===== config.mk =====
export PLATFORM = sky130hd
export DESIGN_NAME = lru_order_list
export DESIGN_NICKNAME = d
export VERILOG_FILES = /design/src/sv/lruol_pkg.sv /design/src/sv/lruol_link_ram.sv /design/src/sv/lru_order_list.sv
export SDC_FILE = /design/constraint.sdc
export NUM_CORES = 1
export LEC_CHECK = 0
export BUFFER_PORTS_ARGS = -buffer_cell sky130_fd_sc_hd__buf_4
export CAP_MARGIN = 40
export CORE_UTILIZATION = 35
export CTS_BUF_LIST = sky130_fd_sc_hd__clkbuf_4
export DETAILED_ROUTE_END_ITERATION = 10
export GPL_TIMING_DRIVEN = 0
export PLACE_DENSITY = 0.52
export SLEW_MARGIN = 20
export SYNTH_ARGS = -nofsm -noshare
export SYNTH_HDL_FRONTEND = slang
export SYNTH_HIERARCHICAL = 1
export SYNTH_SLANG_ARGS = --single-unit
export TNS_END_PERCENT = 10

===== constraint.sdc =====
create_clock -name clk -period 4.2 [get_ports clk]
set_input_delay 0.84 -clock clk [delete_from_list [all_inputs] [get_ports clk]]
set_output_delay 0.84 -clock clk [all_outputs]
set_load 0.01 [all_outputs]

===== src/sv/lruol_pkg.sv =====
// Shared types, codes and the microcode table of the LRU order list.
`default_nettype none

package lruol_pkg;

    // Default pool size and the fixed field widths of the command and result words.
    localparam int unsigned ENTRIES_DEF = 64;
    localparam int unsigned OPCODE_W    = 3;
    localparam int unsigned ENTRY_W     = 6;

    // Command opcodes.
    localparam logic [OPCODE_W-1:0] OP_CLEAR      = 3'd0;
    localparam logic [OPCODE_W-1:0] OP_PUSH_HEAD  = 3'd1;
    localparam logic [OPCODE_W-1:0] OP_REMOVE     = 3'd2;
    localparam logic [OPCODE_W-1:0] OP_EVICT_TAIL = 3'd3;
    localparam logic [OPCODE_W-1:0] OP_TOUCH      = 3'd4;

    // Command word: one per accepted start.
    typedef struct packed {
        logic [OPCODE_W-1:0] opcode;
        logic [ENTRY_W-1:0]  entry;
    } cmd_word_t;

    // Result word: one per command.
    typedef struct packed {
        logic [ENTRY_W-1:0] victim;
        logic               victim_valid;
        logic               list_empty;
    } result_word_t;

    // Microcode step addresses.
    localparam int unsigned STEP_W = 4;
    typedef logic [STEP_W-1:0] step_t;

    localparam step_t ST_CLEAR = 4'd0;
    localparam step_t ST_NOP   = 4'd1;
    localparam step_t ST_RM1   = 4'd2;
    localparam step_t ST_RM2   = 4'd3;
    localparam step_t ST_RL1   = 4'd4;
    localparam step_t ST_RL2   = 4'd5;
    localparam step_t ST_TC1   = 4'd6;
    localparam step_t ST_AD1   = 4'd7;
    localparam step_t ST_AD2   = 4'd8;

    // Next-link write address and data selects.
    typedef enum logic [1:0] {NA_NONE, NA_A, NA_P} nw_addr_t;
    typedef enum logic [1:0] {ND_N, ND_NIL, ND_HEAD} nw_data_t;

    // Prev-link write address and data selects.
    typedef enum logic [1:0] {PA_NONE, PA_A, PA_N, PA_HEAD} pw_addr_t;
    typedef enum logic [1:0] {PD_P, PD_NIL, PD_A} pw_data_t;

    // Head and tail pointer updates.
    typedef enum logic [2:0] {
        H_KEEP, H_N_IF_PNIL, H_NIL_IF_PNIL, H_A, H_NIL
    } head_op_t;
    typedef enum logic [2:0] {
        T_KEEP, T_P_IF_NNIL, T_P, T_A_IF_HNIL, T_NIL
    } tail_op_t;

    // Sequencing: fall through, skip to target when the prev link is null, or finish.
    typedef enum logic [1:0] {BR_NEXT, BR_SKIP_PNIL, BR_DONE} br_t;

    // One control word of the microprogram.
    typedef struct packed {
        nw_addr_t nw_addr;
        nw_data_t nw_data;
        pw_addr_t pw_addr;
        pw_data_t pw_data;
        head_op_t head_op;
        tail_op_t tail_op;
        logic     victim;
        br_t      br;
        step_t    target;
    } ucode_t;

    // Microprogram table.
    function automatic ucode_t ucode_rom(input step_t step);
        ucode_t w;
        w.nw_addr = NA_NONE;
        w.nw_data = ND_NIL;
        w.pw_addr = PA_NONE;
        w.pw_data = PD_NIL;
        w.head_op = H_KEEP;
        w.tail_op = T_KEEP;
        w.victim  = 1'b0;
        w.br      = BR_DONE;
        w.target  = ST_NOP;
        unique case (step)
            ST_CLEAR:
            begin
                w.head_op = H_NIL;
                w.tail_op = T_NIL;
            end
            ST_NOP:
            begin
                w.br = BR_DONE;
            end
            // Unlink: bridge the neighbors around the entry.
            ST_RM1:
            begin
                w.nw_addr = NA_P;
                w.nw_data = ND_N;
                w.pw_addr = PA_N;
                w.pw_data = PD_P;
                w.head_op = H_N_IF_PNIL;
                w.tail_op = T_P_IF_NNIL;
                w.br      = BR_NEXT;
            end
            ST_RM2:
            begin
                w.nw_addr = NA_A;
                w.pw_addr = PA_A;
            end
            // Evict the tail: its predecessor becomes the new tail.
            ST_RL1:
            begin
                w.nw_addr = NA_P;
                w.nw_data = ND_NIL;
                w.head_op = H_NIL_IF_PNIL;
                w.tail_op = T_P;
                w.br      = BR_NEXT;
            end
            ST_RL2:
            begin
                w.nw_addr = NA_A;
                w.pw_addr = PA_A;
                w.victim  = 1'b1;
            end
            // Touch: leave the head alone, otherwise unlink and fall into the push to head.
            ST_TC1:
            begin
                w.nw_addr = NA_P;
                w.nw_data = ND_N;
                w.pw_addr = PA_N;
                w.pw_data = PD_P;
                w.tail_op = T_P_IF_NNIL;
                w.br      = BR_SKIP_PNIL;
                w.target  = ST_NOP;
            end
            ST_AD1:
            begin
                w.nw_addr = NA_A;
                w.nw_data = ND_HEAD;
                w.pw_addr = PA_A;
                w.pw_data = PD_NIL;
                w.br      = BR_NEXT;
            end
            ST_AD2:
            begin
                w.pw_addr = PA_HEAD;
                w.pw_data = PD_A;
                w.tail_op = T_A_IF_HNIL;
                w.head_op = H_A;
            end
            default:
            begin
                w.br = BR_DONE;
            end
        endcase
        return w;
    endfunction

endpackage

`default_nettype wire


===== src/sv/lruol_link_ram.sv =====
// Prev and next link stores of the LRU order list, one write port each and a shared read address.
`default_nettype none

module lruol_link_ram #(
    parameter int unsigned ENTRIES = lruol_pkg::ENTRIES_DEF
) (
    input  wire logic                            clk,
    input  wire logic                            rd_en,
    input  wire logic [$clog2(ENTRIES+1)-1:0]    rd_addr,
    output logic      [$clog2(ENTRIES+1)-1:0]    prev_rd,
    output logic      [$clog2(ENTRIES+1)-1:0]    next_rd,
    input  wire logic                            prev_we,
    input  wire logic [$clog2(ENTRIES+1)-1:0]    prev_addr,
    input  wire logic [$clog2(ENTRIES+1)-1:0]    prev_wdata,
    input  wire logic                            next_we,
    input  wire logic [$clog2(ENTRIES+1)-1:0]    next_addr,
    input  wire logic [$clog2(ENTRIES+1)-1:0]    next_wdata
);
    import lruol_pkg::*;

    localparam int unsigned LINK_W = $clog2(ENTRIES + 1);
    localparam int unsigned IDX_W  = $clog2(ENTRIES);

    logic [LINK_W-1:0] prev_mem [ENTRIES];
    logic [LINK_W-1:0] next_mem [ENTRIES];

    // Prev link store.
    always_ff @(posedge clk)
    begin
        if (prev_we)
        begin
            prev_mem[prev_addr[IDX_W-1:0]] <= prev_wdata;
        end
        if (rd_en)
        begin
            prev_rd <= prev_mem[rd_addr[IDX_W-1:0]];
        end
    end

    // Next link store.
    always_ff @(posedge clk)
    begin
        if (next_we)
        begin
            next_mem[next_addr[IDX_W-1:0]] <= next_wdata;
        end
        if (rd_en)
        begin
            next_rd <= next_mem[rd_addr[IDX_W-1:0]];
        end
    end

endmodule

`default_nettype wire


===== src/sv/lru_order_list.sv =====
// Top level of the LRU order list: microcoded sequencer over the link stores.
//
// Keeps a recency order over ENTRIES entries as a doubly linked list with
// head (most recent) and tail (least recent) pointers. A command word is
// taken when start is high and busy is low; busy then stays high while a
// short microprogram runs, one control word per cycle, and falls in the
// cycle where done pulses for one cycle with the result word. The result
// must be captured in that cycle, and a new start may be given in it.
// Clear and invalid or ignored commands run just a finishing step; push to
// head runs steps AD1, AD2, remove RM1, RM2, tail eviction RL1, RL2, touch
// TC1, AD1, AD2, or TC1 and a finishing step when the entry is head. Each
// link store has one write port, so the link updates of a command go out
// one step at a time. The link stores need no clearing after reset.
`default_nettype none

module lru_order_list #(
    parameter int unsigned ENTRIES = lruol_pkg::ENTRIES_DEF
) (
    input  wire logic                    clk,
    input  wire logic                    rst_n,
    input  wire logic                    start,
    input  wire lruol_pkg::cmd_word_t    cmd,
    output logic                         busy,
    output logic                         done,
    output lruol_pkg::result_word_t      result
);
    import lruol_pkg::*;

    localparam int unsigned LINK_W = $clog2(ENTRIES + 1);
    localparam int unsigned CMP_W  = (LINK_W > ENTRY_W) ? LINK_W : ENTRY_W;
    localparam logic [LINK_W-1:0] NIL = LINK_W'(ENTRIES);

    logic              busy_reg, busy_next;
    logic              done_reg, done_next;
    step_t             pc_reg, pc_next;
    logic [LINK_W-1:0] a_reg, a_next;
    logic [LINK_W-1:0] head_reg, head_next;
    logic [LINK_W-1:0] tail_reg, tail_next;
    result_word_t      result_reg, result_next;

    logic              accept;
    logic [CMP_W-1:0]  entry_ext;
    logic              entry_ok;
    logic [LINK_W-1:0] start_addr;
    step_t             dispatch;
    ucode_t            uw;
    logic [LINK_W-1:0] prev_rd, next_rd;
    logic              p_nil, n_nil, h_nil;
    logic              skip, act, finish;
    logic              prev_we, next_we;
    logic [LINK_W-1:0] prev_addr, prev_wdata, next_addr, next_wdata;

    // Command decode and dispatch into the microprogram.
    always_comb
    begin
        accept    = start && !busy_reg;
        entry_ext = CMP_W'(cmd.entry);
        entry_ok  = entry_ext < CMP_W'(ENTRIES);
        if (cmd.opcode == OP_EVICT_TAIL)
        begin
            start_addr = tail_reg;
        end
        else
        begin
            start_addr = LINK_W'(entry_ext);
        end
        unique case (cmd.opcode)
            OP_CLEAR:      dispatch = ST_CLEAR;
            OP_PUSH_HEAD:  dispatch = entry_ok ? ST_AD1 : ST_NOP;
            OP_REMOVE:     dispatch = entry_ok ? ST_RM1 : ST_NOP;
            OP_EVICT_TAIL: dispatch = (tail_reg < NIL) ? ST_RL1 : ST_NOP;
            OP_TOUCH:      dispatch = entry_ok ? ST_TC1 : ST_NOP;
            default:       dispatch = ST_NOP;
        endcase
    end

    // Control word and step conditions.
    always_comb
    begin
        uw     = ucode_rom(pc_reg);
        p_nil  = prev_rd == NIL;
        n_nil  = next_rd == NIL;
        h_nil  = head_reg == NIL;
        skip   = busy_reg && (uw.br == BR_SKIP_PNIL) && p_nil;
        act    = busy_reg && !skip;
        finish = act && (uw.br == BR_DONE);
    end

    // Link write ports; a write aimed at the null marker is dropped.
    always_comb
    begin
        case (uw.nw_addr)
            NA_A:    next_addr = a_reg;
            NA_P:    next_addr = prev_rd;
            default: next_addr = NIL;
        endcase
        case (uw.nw_data)
            ND_N:    next_wdata = next_rd;
            ND_HEAD: next_wdata = head_reg;
            default: next_wdata = NIL;
        endcase
        case (uw.pw_addr)
            PA_A:    prev_addr = a_reg;
            PA_N:    prev_addr = next_rd;
            PA_HEAD: prev_addr = head_reg;
            default: prev_addr = NIL;
        endcase
        case (uw.pw_data)
            PD_P:    prev_wdata = prev_rd;
            PD_A:    prev_wdata = a_reg;
            default: prev_wdata = NIL;
        endcase
        next_we = act && (uw.nw_addr != NA_NONE) && (next_addr < NIL);
        prev_we = act && (uw.pw_addr != PA_NONE) && (prev_addr < NIL);
    end

    // Head and tail pointer updates.
    always_comb
    begin
        head_next = head_reg;
        tail_next = tail_reg;
        if (act)
        begin
            case (uw.head_op)
                H_N_IF_PNIL:   if (p_nil) head_next = next_rd;
                H_NIL_IF_PNIL: if (p_nil) head_next = NIL;
                H_A:           head_next = a_reg;
                H_NIL:         head_next = NIL;
                default:       head_next = head_reg;
            endcase
            case (uw.tail_op)
                T_P_IF_NNIL:   if (n_nil) tail_next = prev_rd;
                T_P:           tail_next = prev_rd;
                T_A_IF_HNIL:   if (h_nil) tail_next = a_reg;
                T_NIL:         tail_next = NIL;
                default:       tail_next = tail_reg;
            endcase
        end
    end

    // Sequencer and result word.
    always_comb
    begin
        busy_next   = busy_reg;
        pc_next     = pc_reg;
        a_next      = a_reg;
        done_next   = finish;
        result_next = result_reg;
        if (accept)
        begin
            busy_next = 1'b1;
            pc_next   = dispatch;
            a_next    = start_addr;
        end
        else if (skip)
        begin
            pc_next = uw.target;
        end
        else if (finish)
        begin
            busy_next = 1'b0;
        end
        else if (busy_reg)
        begin
            pc_next = pc_reg + STEP_W'(1);
        end
        if (finish)
        begin
            result_next.victim       = uw.victim ? ENTRY_W'(CMP_W'(a_reg)) : '0;
            result_next.victim_valid = uw.victim;
            result_next.list_empty   = head_next == NIL;
        end
    end

    // State and registered outputs.
    always_ff @(posedge clk or negedge rst_n)
    begin
        if (!rst_n)
        begin
            busy_reg <= 1'b0;
            done_reg <= 1'b0;
            pc_reg   <= ST_NOP;
            head_reg <= NIL;
            tail_reg <= NIL;
        end
        else
        begin
            busy_reg <= busy_next;
            done_reg <= done_next;
            pc_reg   <= pc_next;
            head_reg <= head_next;
            tail_reg <= tail_next;
        end
    end

    // Payload registers.
    always_ff @(posedge clk)
    begin
        a_reg      <= a_next;
        result_reg <= result_next;
    end

    // Link stores; both links of the addressed entry are read when a word is taken.
    lruol_link_ram #(
        .ENTRIES(ENTRIES)
    ) u_link_ram (
        .clk        (clk),
        .rd_en      (accept),
        .rd_addr    (start_addr),
        .prev_rd    (prev_rd),
        .next_rd    (next_rd),
        .prev_we    (prev_we),
        .prev_addr  (prev_addr),
        .prev_wdata (prev_wdata),
        .next_we    (next_we),
        .next_addr  (next_addr),
        .next_wdata (next_wdata)
    );

    assign busy   = busy_reg;
    assign done   = done_reg;
    assign result = result_reg;

endmodule

`default_nettype wire

==> impl_metrics.py <==
metrics = {
    "yosys": {
        "yosys_warnings": 6,
        "yosysUniqueCellTypes": 75,
        "yosysTopAreaCell": "edfxtp_1",
        "synth_top_area_share_pct": 72.89,
        "synth_nets": 1946,
        "ys_seq_elements": 945,
        "synthFlopType": "edfxtp_1",
        "synth.avg_cell_area_um2": 19.78,
        "syn_area_mm2": 0.03811,
        "ys_seq_area_share_pct": 74.22,
        "synthArstFlopShare_pct": 2.116,
        "syn_inst": 1927,
        "synth_area_leaders": "edfxtp_1 73%, mux4_2 12%, nor2_1 1.6%, mux2i_1 1.2%, dfrtp_1 1.1%",
        "synth_edf_count": 925,
    },
    "drt": {
        "wl_per_cell_um": 29.72,
        "drc_errors": 0,
        "first_pass_iters": 5,
        "routed_wl_um": 112700,
        "routed.top_layer": "met5",
        "viasPerCell": 5.631,
        "met1_length_um": 46960,
        "routed-wl-met3_um": 8661,
        "drtAntennaViolNets": 0,
        "wl_met2_um": 54150,
        "drt-initial-drc-count": 2410,
        "vias": 21350,
    },
    "floorplanning": {
        "rows": 120,
        "die_h_um": 332.0,
        "core-area_mm2": 0.1075,
        "die_w_um": 332.0,
        "io_pins": 22,
        "start_util_pct": 35.45,
        "die_area_mm2": 0.1102,
    },
    "critical_path": {
        "crit_top_cell": "buf_4",
        "path_cells": "buf_4, nand2b_1, or2_2, clkbuf_1, mux2_2, buf_2, buf_4, buf_4, buf_2, mux4_2, mux2_2, o22ai_1, o2bb2ai_1",
        "endpoint_kind": "flip-flop",
        "path_delay_family": "buffers and inverters",
        "worst_ep_required_time_ns": 5.03,
        "crit_buf_inv": 6,
        "worstSetupPathDepth": 13,
        "cp_slowest_stage_delay_ns": 0.61,
        "crit_arrival_ns": 4.99,
        "r2r_cells": 13,
        "crit_type": "primary input to flip-flop",
        "slowest_stage": "o22ai_1",
        "worst_setup_path_start_kind": "primary input",
        "critical_path_peak_fanout": 10,
    },
    "layout": {
        "drive_gt1_share_pct": 39.05,
        "regArea_mm2": 0.02828,
        "syn_to_final_growth_pct": 16.80,
        "multi_input_area_mm2": 0.01012,
        "nNetsFinal": 2236,
        "stdcell_count": 3792,
        "nFillCells": 9583,
        "fin_util_pct": 41.40,
    },
    "placement": {
        "place_worst_setup_slack_ns": -0.9659,
        "port_buffers": 21,
        "gp_congestion": 0.8926,
        "dpl.cell_count": 3365,
        "hpwlAfterDp_um": 73010,
    },
    "pwr": {
        "switching_share_pct": 31.75,
        "switchingPower_mw": 8.076,
        "power.internal_mw": 17.36,
        "pwr-share-seq_pct": 46.8,
        "ir_drop_v": 0.0003801,
        "p_leak_nw": 14.18,
        "clock_power_share_pct": 29.7,
        "combPwrFrac_pct": 23.5,
        "power.density_mw_per_mm2": 571.5,
    },
    "clock_network": {
        "h-tree-depth": 4,
        "cts-root-buf": "clkbuf_4",
        "clock_latency_ns": 1.14,
        "cts_tree": "yes",
        "clock-sinks": 945,
        "clock_path_buffers": 3,
        "cts_made_buffers": 234,
        "clkTransAtPathRegs_ns": 0.07,
    },
    "sta": {
        "setup_tns_ns": 0,
        "post-route-period-util_pct": 99.01,
        "setup_viol": 0,
        "slew_headroom_pct": 37.80,
        "fmaxAchievable_mhz": 240.5,
        "period_needed_ns": 4.158,
        "skew_ns": 0.07177,
        "fin_ws_ns": 0.04178,
        "finalHoldViolCount": 0,
        "rsz0062_at_grt": "true",
        "slew_violations": 0,
        "worstMarginPinSlew_ns": 0.9330,
    },
    "worst_hold_path": {
        "whs_path_depth": 2,
        "hold_path.class": "primary input to flip-flop",
    },
    "job": {
        "maxCapViolCount": 0,
    },
    "grt": {
        "grtUsageTotal_pct": 20.40,
        "grt_max_degree": 65,
        "grt_pass1_vias": 21580,
        "grt_pass1_wl_um": 158300,
        "grt_antenna_before_repair": 7,
        "grt-ovfl-total": 0,
    },
    "outcome": {
        "outcome": "complete, no violations",
    },
}
-- through the flow --
stage               hold WS (ns)  instance area [um2]  total power, mW
global placement          0.4922                40020            17.25
finish                    0.1295                44510            25.44
CTS                      0.04384                43930            25.34
floorplan                 0.4689                38110            15.11
global route             0.03046                44510            26.44
detailed placement        0.4920                40380            17.50
-- worst paths after layout --
| path | from | end | slack [ns] |
|---|---|---|---|
| min in group asynchronous | rst_n | head_reg[2] | 0.15 |
| setup reg to reg | pc_reg[1] | u_link_ram/next_mem[48][4] | 0.07 |
| setup / recovery | cmd[8] | u_link_ram/prev_rd[2] | 0.04 |
| hold reg to reg | tail_reg[1] | tail_reg[1] | 0.51 |
| max in group asynchronous | rst_n | head_reg[6] | 3.71 |
| hold / removal | cmd[3] | a_reg[3] | 0.13 |
-- logic make-up after synthesis --
kind of cell	after synthesis	share of synthesized area, %
DFF	945	74.22
and+or+nand+nor	344	4.331
muxes	298	15.14
AOI/OAI and AO/OA	197	4.029
buffers and inverters	135	2.029
adders and majority gates	7	0.2298
xor gates and xnor gates	1	0.02299
-- cell usage in the layout, fill, tap and decap left out, types with 32 or more instances in the layout --
cell,synthesis,routed
nor2_1,167,39
buf_4,10,46
nand2_1,50,38
nor2_2,0,38
mux2i_1,44,44
nor2_4,0,90
clkbuf_1,48,32
clkbuf_4,0,351
edfxtp_1,925,925
mux4_2,207,207
clkinv_1,1,39
buf_2,30,32
-- power groups by stage --
| stage | logic [mW] | clock network, mW | registers (mW) |
|---|---|---|---|
| finish | 5.96 | 7.55 | 11.9 |
| global route | 6.25 | 8.25 | 11.9 |
| CTS | 5.64 | 7.78 | 11.9 |
| detailed placement | 5.39 | 0 | 12.1 |
| global placement | 5.01 | 0 | 12.2 |
| floorplan | 3.00 | 0 | 12.1 |
-- worst register-to-register path, delay by kind of cell, from the launching register on --
kind	cells	cell delay (ns)
AO/OA/AOI/OAI	2	0.43
adder cells (fa/ha/maj)	2	0.54
buffers and inverters	4	0.69
flip-flops	1	0.43
AND/OR/NAND/NOR	5	1.70
-- cell usage after synthesis, types with 7 or more instances --
cell      instances
a211oi_1         10
o21ai_1           8
mux2_2           31
mux4_2          207
a222oi_1          7
clkbuf_1         48
mux2_4            9
inv_1            19
a221oi_1          8
a22o_1           16
ha_1              7
buf_4            10
and2_1            8
nand3b_1         12
o221ai_1          7
mux4_1            7
edfxtp_1        925
and3_1            7
a32o_1            7
nand2b_1         11
mux2i_1          44
o21ai_0           9
o22ai_1          26
a22oi_1          28
nand2_1          50
a221o_1           7
nor3_1           10
o31ai_1           9
buf_2            30
buf_6            16
a21oi_1          12
nand3_1          26
nor2_1          167
dfrtp_1          17
nor2b_1          17
-- metal layers --
metal  vias up  GRT usage [%]
met5         -              0
met4         3          6.373
met3       184          4.875
met2       921          32.66
met1     11510          27.47
li1       8740              -
-- what timing repair did --
action / 4_1_cts / 5_1_grt
hold endpoints to repair: 23 / 0
gates cloned: 0 / 0
pin swaps: 6 / 29
buffers inserted: 4 / 15
endpoints found under the setup margin: 874 / 896
hold buffers: 4 / 0
resized for setup: 171 / 92
-- area by class of cell --
class	count	share of cell area, %
clock buffers	351	5.920
plain buffers	110	1.557
inverters	21	0.1771
clock inverters	52	0.6803
diodes	5	0.02811
repair buffers	58	1.406
multi-input cells	847	22.75
flip-flops and latches	945	63.54
well taps	1403	3.944
(Power assumes the default switching activity.)
